`config.mk`:
```
export PLATFORM = sky130hd
export DESIGN_NAME = markdown_link_parser
export DESIGN_NICKNAME = d
export VERILOG_FILES = /design/src/hw/rtl/mdlink_pkg.sv /design/src/hw/rtl/mdlink_scan.sv /design/src/hw/rtl/markdown_link_parser.sv
export VERILOG_INCLUDE_DIRS = /design/src /design/src/hw/rtl
export SDC_FILE = /design/constraint.sdc
export NUM_CORES = 1
export LEC_CHECK = 0
export ABC_AREA = 1
export BUFFER_PORTS_ARGS = -buffer_cell sky130_fd_sc_hd__buf_2
export CAP_MARGIN = 20
export CORE_MARGIN = 5
export CORE_UTILIZATION = 49
export CTS_BUF_LIST = sky130_fd_sc_hd__clkbuf_16
export DETAILED_ROUTE_END_ITERATION = 12
export GPL_TIMING_DRIVEN = 1
export PLACE_DENSITY = 0.64
export SKIP_LAST_GASP = 1
export SLEW_MARGIN = 25
export SYNTH_ARGS = -nofsm -noshare
export SYNTH_HDL_FRONTEND = slang
export SYNTH_SLANG_ARGS = --single-unit
```
`constraint.sdc`:
```
create_clock -name clk -period 6.75 [get_ports clk]
set_input_delay 0.675 -clock clk [delete_from_list [all_inputs] [get_ports clk]]
set_output_delay 0.675 -clock clk [all_outputs]
set_load 0.005 [all_outputs]
```
`src/hw/rtl/assert_macros.svh`:
```
// Assertion macros shared by the link parser RTL.
`ifndef ASSERT_MACROS_SVH
`define ASSERT_MACROS_SVH

// Checked at every edge outside reset.
`define ASSERT_ON(lbl, clk, rst, prop, msg) \
  lbl: assert property (@(posedge clk) disable iff (rst) prop) else $error(msg);

// Checked at every edge, reset included.
`define ASSERT_ALL(lbl, clk, prop, msg) \
  lbl: assert property (@(posedge clk) prop) else $error(msg);

`endif

```
`src/hw/rtl/mdlink_pkg.sv`:
```
// Package for the markdown link parser: character codes, result type, helpers.
package mdlink_pkg;

  localparam int LINE_MAX_DEF = 4096;
  localparam int CH_W         = 8;
  localparam int POS_OUT_W    = 12;

  localparam logic [CH_W-1:0] CH_LBRACK = 8'h5B;
  localparam logic [CH_W-1:0] CH_RBRACK = 8'h5D;
  localparam logic [CH_W-1:0] CH_LPAREN = 8'h28;
  localparam logic [CH_W-1:0] CH_RPAREN = 8'h29;
  localparam logic [CH_W-1:0] CH_SPACE  = 8'h20;
  localparam logic [CH_W-1:0] CH_TAB    = 8'h09;
  localparam logic [CH_W-1:0] CH_CR     = 8'h0D;

  typedef struct packed {
    logic                 valid_res;
    logic [POS_OUT_W-1:0] close_bracket_pos;
    logic [POS_OUT_W-1:0] open_paren_pos;
    logic [POS_OUT_W-1:0] close_paren_pos;
  } res_t;

  function automatic logic is_space(input logic [CH_W-1:0] c);
    return (c == CH_SPACE) || ((c >= CH_TAB) && (c <= CH_CR));
  endfunction

endpackage

```
`src/hw/rtl/mdlink_scan.sv`:
```
// Link scan state and per-character update, one word per step.
`include "assert_macros.svh"

module mdlink_scan #(
  parameter int LINE_MAX = mdlink_pkg::LINE_MAX_DEF
) (
  input  logic                                clk,
  input  logic                                rst,
  input  logic                                step,
  input  logic [mdlink_pkg::CH_W-1:0]         ch,
  input  logic                                first,
  input  logic                                last,
  input  logic [mdlink_pkg::POS_OUT_W-1:0]    open_pos,
  output logic                                done,
  output mdlink_pkg::res_t                    res
);
  import mdlink_pkg::*;

  localparam int POS_W = $clog2(LINE_MAX);
  localparam int EXT_W = ((POS_W > POS_OUT_W) ? POS_W : POS_OUT_W) + 1;
  localparam logic [EXT_W-1:0] POS_MAX = EXT_W'(LINE_MAX - 1);

  logic             scanning, scanning_next;
  logic             in_anchor, in_anchor_next;
  logic             in_target, in_target_next;
  logic             anchor_has_text, anchor_has_text_next;
  logic             target_has_text, target_has_text_next;
  logic [POS_W-1:0] cur_pos, cur_pos_next;
  logic [POS_W-1:0] bracket_start, bracket_start_next;
  logic [POS_W-1:0] bracket_end, bracket_end_next;
  logic [POS_W-1:0] paren_start, paren_start_next;

  logic             active;
  logic             stop;
  logic             link_ok;
  logic [EXT_W-1:0] opos_ext;
  logic [EXT_W-1:0] opos_inc;
  logic [EXT_W-1:0] cur_inc;
  logic [POS_W-1:0] close_paren;
  logic [EXT_W-1:0] be_ext, ps_ext, cp_ext;

  always_comb begin
    opos_ext = EXT_W'(open_pos);
    opos_inc = opos_ext + EXT_W'(1);
    cur_inc  = EXT_W'(cur_pos) + EXT_W'(1);
    active   = first || scanning;

    in_anchor_next       = in_anchor;
    in_target_next       = in_target;
    anchor_has_text_next = anchor_has_text;
    target_has_text_next = target_has_text;
    bracket_start_next   = bracket_start;
    bracket_end_next     = bracket_end;
    paren_start_next     = paren_start;

    if (first) begin
      in_anchor_next       = 1'b1;
      in_target_next       = 1'b0;
      anchor_has_text_next = 1'b0;
      target_has_text_next = 1'b0;
      bracket_start_next   = (opos_ext > POS_MAX) ? POS_W'(POS_MAX) : POS_W'(opos_ext);
      bracket_end_next     = bracket_start_next;
      paren_start_next     = bracket_start_next;
      cur_pos_next         = (opos_inc > POS_MAX) ? POS_W'(POS_MAX) : POS_W'(opos_inc);
    end else begin
      cur_pos_next = (cur_inc > POS_MAX) ? POS_W'(POS_MAX) : POS_W'(cur_inc);
    end

    stop        = 1'b0;
    link_ok     = 1'b0;
    close_paren = bracket_start_next;

    priority if (ch == CH_LBRACK && in_anchor_next) begin
      stop = 1'b1;
    end else if (ch == CH_RBRACK && in_anchor_next) begin
      bracket_end_next = cur_pos_next;
      in_anchor_next   = 1'b0;
    end else if (ch == CH_LPAREN && !in_anchor_next && in_target_next) begin
      stop = 1'b1;
    end else if (ch == CH_LPAREN && !in_anchor_next) begin
      paren_start_next = cur_pos_next;
      in_target_next   = 1'b1;
    end else if (ch == CH_RPAREN && in_target_next) begin
      close_paren    = cur_pos_next;
      in_target_next = 1'b0;
      stop           = 1'b1;
      link_ok        = ((POS_W + 1)'(paren_start_next) == (POS_W + 1)'(bracket_end_next) +
                        (POS_W + 1)'(1)) && anchor_has_text_next && target_has_text_next;
    end else begin
      if (!is_space(ch)) begin
        if (in_anchor_next) anchor_has_text_next = 1'b1;
        if (in_target_next) target_has_text_next = 1'b1;
      end
    end

    done          = active && (stop || last);
    scanning_next = active && !(stop || last);
    if (done) begin
      in_anchor_next = 1'b0;
      in_target_next = 1'b0;
    end

    be_ext                = EXT_W'(bracket_end_next);
    ps_ext                = EXT_W'(paren_start_next);
    cp_ext                = EXT_W'(close_paren);
    res.valid_res         = link_ok;
    res.close_bracket_pos = be_ext[POS_OUT_W-1:0];
    res.open_paren_pos    = ps_ext[POS_OUT_W-1:0];
    res.close_paren_pos   = cp_ext[POS_OUT_W-1:0];
  end

  always_ff @(posedge clk) begin
    if (rst) begin
      scanning        <= 1'b0;
      in_anchor       <= 1'b0;
      in_target       <= 1'b0;
      anchor_has_text <= 1'b0;
      target_has_text <= 1'b0;
      cur_pos         <= '0;
      bracket_start   <= '0;
      bracket_end     <= '0;
      paren_start     <= '0;
    end else if (step && active) begin
      scanning        <= scanning_next;
      in_anchor       <= in_anchor_next;
      in_target       <= in_target_next;
      anchor_has_text <= anchor_has_text_next;
      target_has_text <= target_has_text_next;
      cur_pos         <= cur_pos_next;
      bracket_start   <= bracket_start_next;
      bracket_end     <= bracket_end_next;
      paren_start     <= paren_start_next;
    end
  end

  `ASSERT_ON(a_valid_adjacent, clk, rst,
    (step && done && res.valid_res) |-> (res.open_paren_pos != res.close_bracket_pos),
    "valid link with paren on bracket")
  `ASSERT_ON(a_flags_idle, clk, rst, !scanning |-> (!in_anchor && !in_target),
    "part flags set while idle")
  `ASSERT_ON(a_anchor_target, clk, rst, !(in_anchor && in_target),
    "in anchor and target at once")

endmodule

```
`src/hw/rtl/markdown_link_parser.sv`:
```
// Markdown inline link parser top level: input register, scan step, result register.
//
// Usage: after a '[' is found on a line, send the following characters one word
// per cycle on the input channel (in_valid / in_stall). Set first on the word
// right after the '[' with open_pos holding the bracket position; set last on
// the final character of the line. When the scan closes (on ')', an abort or
// end of line) one result word appears on the output channel (out_valid /
// out_stall) with valid_res and the three positions; other words give none.
// Words with first low while no scan runs are dropped.
// A result passes from the input register through the scan step into the result
// register; an output stall can hold its word in the input register between the two.
// Throughput: one word per cycle while the output is not stalled; the scan state
// updates once per word in a single register-to-register pass.
// Reset clears the scan state and the valid flags of both word registers; nothing
// is lost or emitted afterwards until new words arrive.
// A stall on the output holds the result word; the input register then fills
// and in_stall rises until the result is taken.
`include "assert_macros.svh"

module markdown_link_parser #(
  parameter int LINE_MAX = mdlink_pkg::LINE_MAX_DEF
) (
  input  logic                                clk,
  input  logic                                rst,
  input  logic                                in_valid,
  output logic                                in_stall,
  input  logic [mdlink_pkg::CH_W-1:0]         ch,
  input  logic                                first,
  input  logic                                last,
  input  logic [mdlink_pkg::POS_OUT_W-1:0]    open_pos,
  output logic                                out_valid,
  input  logic                                out_stall,
  output logic                                valid_res,
  output logic [mdlink_pkg::POS_OUT_W-1:0]    close_bracket_pos,
  output logic [mdlink_pkg::POS_OUT_W-1:0]    open_paren_pos,
  output logic [mdlink_pkg::POS_OUT_W-1:0]    close_paren_pos
);
  import mdlink_pkg::*;

  logic                 word_vld;
  logic [CH_W-1:0]      ch_q;
  logic                 first_q;
  logic                 last_q;
  logic [POS_OUT_W-1:0] open_pos_q;
  logic                 advance;
  logic                 out_free;
  logic                 done;
  res_t                 res;

  assign out_free = !out_valid || !out_stall;
  assign advance  = word_vld && out_free;
  assign in_stall = word_vld && !advance;

  always_ff @(posedge clk) begin
    if (rst) begin
      word_vld <= 1'b0;
    end else if (!in_stall) begin
      word_vld <= in_valid;
    end
  end

  always_ff @(posedge clk) begin
    if (in_valid && !in_stall) begin
      ch_q       <= ch;
      first_q    <= first;
      last_q     <= last;
      open_pos_q <= open_pos;
    end
  end

  mdlink_scan #(
    .LINE_MAX(LINE_MAX)
  ) u_scan (
    .clk      (clk),
    .rst      (rst),
    .step     (advance),
    .ch       (ch_q),
    .first    (first_q),
    .last     (last_q),
    .open_pos (open_pos_q),
    .done     (done),
    .res      (res)
  );

  always_ff @(posedge clk) begin
    if (rst) begin
      out_valid <= 1'b0;
    end else if (out_free) begin
      out_valid <= advance && done;
    end
  end

  always_ff @(posedge clk) begin
    if (advance && done) begin
      valid_res         <= res.valid_res;
      close_bracket_pos <= res.close_bracket_pos;
      open_paren_pos    <= res.open_paren_pos;
      close_paren_pos   <= res.close_paren_pos;
    end
  end

  `ASSERT_ALL(a_reset_empty, clk, rst |=> (!out_valid && !in_stall),
    "words left after reset")
  `ASSERT_ON(a_stall_needs_word, clk, rst,
    in_stall |-> (word_vld && out_valid && out_stall), "input stalled without cause")
  `ASSERT_ON(a_result_held, clk, rst, (out_valid && out_stall) |=> out_valid,
    "result dropped under stall")

endmodule
```
After elaboration in Yosys (flattened, before gate mapping) --
Index checks and enable logic that the tools add are counted.
Word-level totals: register bits after elaboration 114, input port bits 26, output and inout port bits 39, word-level logic and storage cells 108
Cells by class: $add $sub $neg 3, order comparisons 4, equality and inequality tests 6, multiplexer cells 49, bitwise gates (word level) 1, reductions and logical operators 26
Operator list (number):
- two-way mux 12 bit | 17
- adder 12 x 1 -> 13 bit, second input constant | 3
- two-way mux 1 bit | 32
- > comparator 13 x 12 -> 1 bit, second input constant | 2
- equality test 8 x 6 -> 1 bit, second input constant | 3
- equality test 8 x 7 -> 1 bit, second input constant | 2
- logical AND 1 bit | 15
- equality test 12 x 13 -> 1 bit | 1
- greater-or-equal comparator 8 x 4 -> 1 bit, second input constant | 1
- <= comparator 8 x 4 -> 1 bit, second input constant | 1
- logical NOT 1 bit | 6
- OR reduction 5 bit | 1
- logical OR 1 bit | 4
- inverter 1 bit | 1

Longest topological paths before layout --
word-level depth 10, gate-level depth with buffers 17, depth with buffers taken out 15

Hierarchy --
A second synthesis with hierarchy kept.
Second synthesis, totals: cell total of the unflattened synthesis 861, area total of the unflattened synthesis 6313.6 µm²
By module, submodules not included:
- mdlink_scan | instances 1, cells an instance 784, area an instance 4436.8 µm², sequential area each 1061.0 µm²
- markdown_link_parser | instances 1, cells an instance 77, area an instance 1876.8 µm², sequential area each 1811.7 µm²

Least setup slack after synthesis --
Ideal clock, no wire load.
kind register -> register, start reg first_q, end reg close_bracket_pos[0] (netlist bit) (enable), setup time 0.392 ns, data arrival time 2.122 ns, required time 6.358 ns, path slack 4.236 ns, stages on the path, launching flop included 11, buffers on the path 2, period minus slack after synthesis 2.514 ns, cell sequence edfxtp_1 > buf_6 > buf_6 > or2_4 > inv_2 > nand4_1 > o21ai_0 > nor2_1 > nand2_1 > nand2_1 > inv_1
On the way: cells in the longest elaborated chain, start to end 10, elaborated cells between the ends (all ways) 17, those cells by class 7 x mux; 10 x reduce/logical
Ends and longest elaborated chain:
- start, declared | RTL line markdown_link_parser.sv:42 | logic first_q;
- start signal, assigned | RTL line markdown_link_parser.sv:65 | first_q <= first;
- two-way mux 1 bit | RTL line mdlink_scan.sv:56 | if (first) begin
- logical AND 1 bit or logical NOT 1 bit (tied branches) | RTL line mdlink_scan.sv:83, mdlink_scan.sv:78, mdlink_scan.sv:80
- two-way mux 1 bit or logical AND 1 bit (tied branches) | RTL line mdlink_scan.sv:83, mdlink_scan.sv:78, mdlink_scan.sv:80
- two-way mux 1 bit or logical AND 1 bit (tied branches) | RTL line mdlink_scan.sv:80, mdlink_scan.sv:78
- two-way mux 1 bit | RTL line mdlink_scan.sv:78 | end else if (ch == CH_LPAREN && !in_anchor_next && in_target_next) begin
- two-way mux 1 bit | RTL line mdlink_scan.sv:75 | end else if (ch == CH_RBRACK && in_anchor_next) begin
- two-way mux 1 bit | RTL line mdlink_scan.sv:73 | priority if (ch == CH_LBRACK && in_anchor_next) begin
- logical OR 1 bit | RTL line mdlink_scan.sv:96 | done = active && (stop || last);
- logical AND 1 bit * | RTL line mdlink_scan.sv:96
- logical AND 1 bit * | RTL line markdown_link_parser.sv:94 | if (advance && done) begin
- end signal, assigned | RTL line markdown_link_parser.sv:96 | close_bracket_pos <= res.close_bracket_pos;
- end, declared | RTL line markdown_link_parser.sv:34 | output logic [mdlink_pkg::POS_OUT_W-1:0] close_bracket_pos,
Mark *: on every way between the ends. The rest lies on a longest branch, timed or not. A chain may end at the register's enable or synchronous reset.

Final worst setup path --
start reg first_q, end reg close_paren_pos[1] (netlist bit) (enable)
On the way: cells in the longest elaborated chain, start to end 10, elaborated cells between the ends (all ways) 17, those cells by class 7 x mux; 10 x reduce/logical
Ends and longest elaborated chain:
- two-way mux 1 bit | RTL line mdlink_scan.sv:56
- logical AND 1 bit or logical NOT 1 bit (tied branches) | RTL line mdlink_scan.sv:83, mdlink_scan.sv:78, mdlink_scan.sv:80
- two-way mux 1 bit or logical AND 1 bit (tied branches) | RTL line mdlink_scan.sv:83, mdlink_scan.sv:78, mdlink_scan.sv:80
- two-way mux 1 bit or logical AND 1 bit (tied branches) | RTL line mdlink_scan.sv:80, mdlink_scan.sv:78
- two-way mux 1 bit | RTL line mdlink_scan.sv:78
- two-way mux 1 bit | RTL line mdlink_scan.sv:75
- two-way mux 1 bit | RTL line mdlink_scan.sv:73
- logical OR 1 bit | RTL line mdlink_scan.sv:96
- logical AND 1 bit * | RTL line mdlink_scan.sv:96
- logical AND 1 bit * | RTL line markdown_link_parser.sv:94
- end signal, assigned | RTL line markdown_link_parser.sv:98 | close_paren_pos <= res.close_paren_pos;
- end, declared | RTL line markdown_link_parser.sv:36 | output logic [mdlink_pkg::POS_OUT_W-1:0] close_paren_pos
Marks and branches as above.

==> impl_results.md <==
- CP startpoint: first_q$_DFFE_PP_
- Remaining DRCs: 0
- Worst r2r src: first_q$_DFFE_PP_
- Minimum clock period: about 3.4 ns
- Crit-path max FO: 43
- First-pass GRT wire length: ~27000 um
- Critical R2R Capture: close_paren_pos[1]$_DFFE_PP_
- Fin. Hold Viols: 0
- Worst setup SP type: flip-flop
- Io pins: 65
- Worst reg-to-reg setup slack: roughly 3.3 ns
- Max-cap violations: 0
- Worst-margin pin slew: around 0.95 ns
- Hold path endpoint: ch_q[0]$_DFFE_PP_
- Clock latency at the later pin of the worst-skew pair: approximately 0.42 ns
- Synthesized flop and latch total: about 110
- Drt pass-1 iters: 5
- Setup-failing EPs final: 0
- Setup_tns: 0 ns
- FMAX: approximately 290 MHz
- Vias in the first global route: around 5.4k
- Critical Path End Type: flip-flop
- Post-synth EDFFs: roughly 60
- RSZ-0062 raised after global routing: false
- Worst VDD drop: 0.195 mV
- Post-synth cell types: 38
- Die H: 125 um
- Commonest non-fill, non-tap cell in the layout: nand2_1
- CTS tree: built
- Congestion Overflow GR: 0
- Antenna diodes: 0
- Worst reg2reg path depth: 11
- CTS sink cnt: ~110
- Commonest non-fill, non-tap cells in the layout: nand2_1, inv_1, nor2_1, buf_2, edfxtp_1
- DRT iter0 DRCs: 450
- Num CTS Buffers: 17
- Setup CP Type: flip-flop to flip-flop
- # rows: 41
- Hold Crit Class: primary input to flip-flop
- Avg Cell Area, Syn: between 7 and 8 um^2
- Worst-path clk slew: about 0.05 ns
- Post-synth net total: 869
- Routed wire length: about 16000 um
- GP Congestion: ~0.89
- IO buf count: 64
- Pre-CTS setup slack: ~3.4 ns
- Hold Crit Depth: 1
- Design area: approximately 7400 um^2
- Leak pwr: between 3 and 4 nW
- Global Route Usage Sum: roughly 21%
- Post-synth top flop: edfxtp_1
- Initial Util: about half
- Antenna-violating nets left: 0
- Post-synthesis sequential area ratio: ~45%
- Worst Skew: approximately 0.010 ns
- DR vias: between 5k and 6k
- Clock buffer depth: 2
- Area Overhead vs Synth: 15.8%
- PostCTS Resize Cnt: 0
- Synthesized area: about 6400 um^2
- Layout cells sized above 1: about a fifth
- Largest net degree at the start of global routing: just under 90
- Power density cells: ~260 nW/um^2
- H-Tree Depth: 4
- WL per Instance: around 15 um
- Arr. time, crit path: 3.50 ns
- Avg Vias per Cell: roughly 5.3
- CORE AREA: about 13000 um^2
- Final worst slack: 3.31 ns
- Syn Inst Count: 838
- Outcome: complete, no violations
- Hold_buf cts: 0
- Fin crit share: about half
- Post-CTS Repair Setup Buffers: 0
- Data required, critical path: 6.80 ns
- Antenna violations before repair: 0
- Pins over their slew limit: 0
- Nets: between 900 and 1k
- Dpl hpwl: around 12000 um
- HP Start: ch[0]
- Slew margin rel.: 36.3%
- Die ar.: 15500 um^2
- Ys Warns: 0
- DIE WIDTH: roughly 120 um
- CTS root buf: clkbuf_16
- Post-synth ARST share: 0%
- DP Area: approximately 6800 um^2
## through the flow
stage,util [%],total power [mW],instances,hold slack (ns)
6_report,58.5,1.95,1075,0.426
5_1_grt,58.5,2.02,1075,0.414
4_1_cts,58.5,1.96,1075,0.413
3_5_place_dp,53.6,1.01,1043,0.462
3_3_place_gp,53.6,1.00,1043,0.457
2_1_floorplan,-,0.951,838,0.446
## how the worst max path moves through the flow
stage | to | slack (ns) | cells after the start
2_1_floorplan | close_bracket_pos[0]$_DFFE_PP_ | 4.24 | 10
3_3_place_gp | close_paren_pos[4]$_DFFE_PP_ | 3.43 | 11
3_5_place_dp | close_paren_pos[8]$_DFFE_PP_ | 3.35 | 11
4_1_cts | close_paren_pos[1]$_DFFE_PP_ | 3.33 | 11
5_1_grt | close_paren_pos[4]$_DFFE_PP_ | 2.92 | 11
6_report | close_paren_pos[1]$_DFFE_PP_ | 3.31 | 11
## layer usage
metal / vias to the layer above / track usage, % / wire length (um)
met5: - / 0 / 0
met1: 2595 / 26.8 / 6900
met2: 223 / 34.6 / 7610
li1: 2855 / - / -
met4: 0 / 10.8 / 565
met3: 35 / 5.27 / 1180
## final cells by class
type	count	area (um^2)
clock buffer	17	425
clock inverter	15	198
fill	1199	5280
inverter	101	379
multi-input combinational	589	3010
sequential	114	2870
tap	172	215
timing repair buffer	67	343
## cell usage after synthesis, types with 2 or more instances
cell type	instances	area, um^2
buf_2	12	60.1
mux2i_1	6	60.1
nand3b_1	5	37.5
nand4_1	11	68.8
nand2_2	2	12.5
o21ai_0	39	195
clkbuf_1	13	48.8
inv_1	91	342
a31oi_1	6	37.5
nor3_1	6	30.0
nand3_2	41	410
o21ai_1	14	70.1
buf_4	4	30.0
dfxtp_1	55	1100
buf_6	2	22.5
o22ai_1	2	12.5
a21oi_1	56	280
nor2_1	81	304
or2_2	4	25.0
o21ai_2	4	35.0
xor2_1	8	70.1
buf_1	3	11.3
nand3_1	55	275
xnor2_1	4	35.0
nand2_1	222	833
nor2_2	9	56.3
inv_2	10	37.5
ha_1	5	62.6
edfxtp_1	59	1770
## sequential cells by signal (all words and copies together) (netlist names), 8 cells and up
register              flops
close_paren_pos          12
u_scan.paren_start       12
open_pos_q               12
u_scan.bracket_end       12
open_paren_pos           12
close_bracket_pos        12
ch_q                      8
u_scan.cur_pos           12
u_scan.bracket_start     12
## cell families (layout without fill, tap and decap cells)
kind of cell / count (synthesis) / after routing / share of synthesized area, %
multiplexers: 6 / 6 / 0.934
AND/OR/NAND/NOR: 441 / 441 / 32.6
buffers and inverters: 135 / 200 / 8.58
AO/OA/AOI/OAI: 124 / 124 / 10.2
flip-flops: 114 / 114 / 44.7
XOR/XNOR: 13 / 13 / 1.98
adder cells (fa/ha/maj): 5 / 5 / 0.973
## power by group
group	total, mW	leakage [nW]	switching (mW)	internal, mW
Combinational	0.209	2.08	0.138	0.0708
Sequential	0.787	1.01	0.0207	0.767
Clock	0.952	0.315	0.308	0.644
## worst max-delay path, cell delays in order, from the launching register on
cell	delay (ns)
edfxtp_1	0.36
buf_4	0.29
inv_2	0.52
nand2_1	0.20
inv_1	0.15
nand2_1	0.53
o21ai_0	0.26
nor2_1	0.07
nand2_1	0.07
nand2_1	0.07
inv_1	0.08
buf_4	0.43
Power figures use the tool's default switching activity.
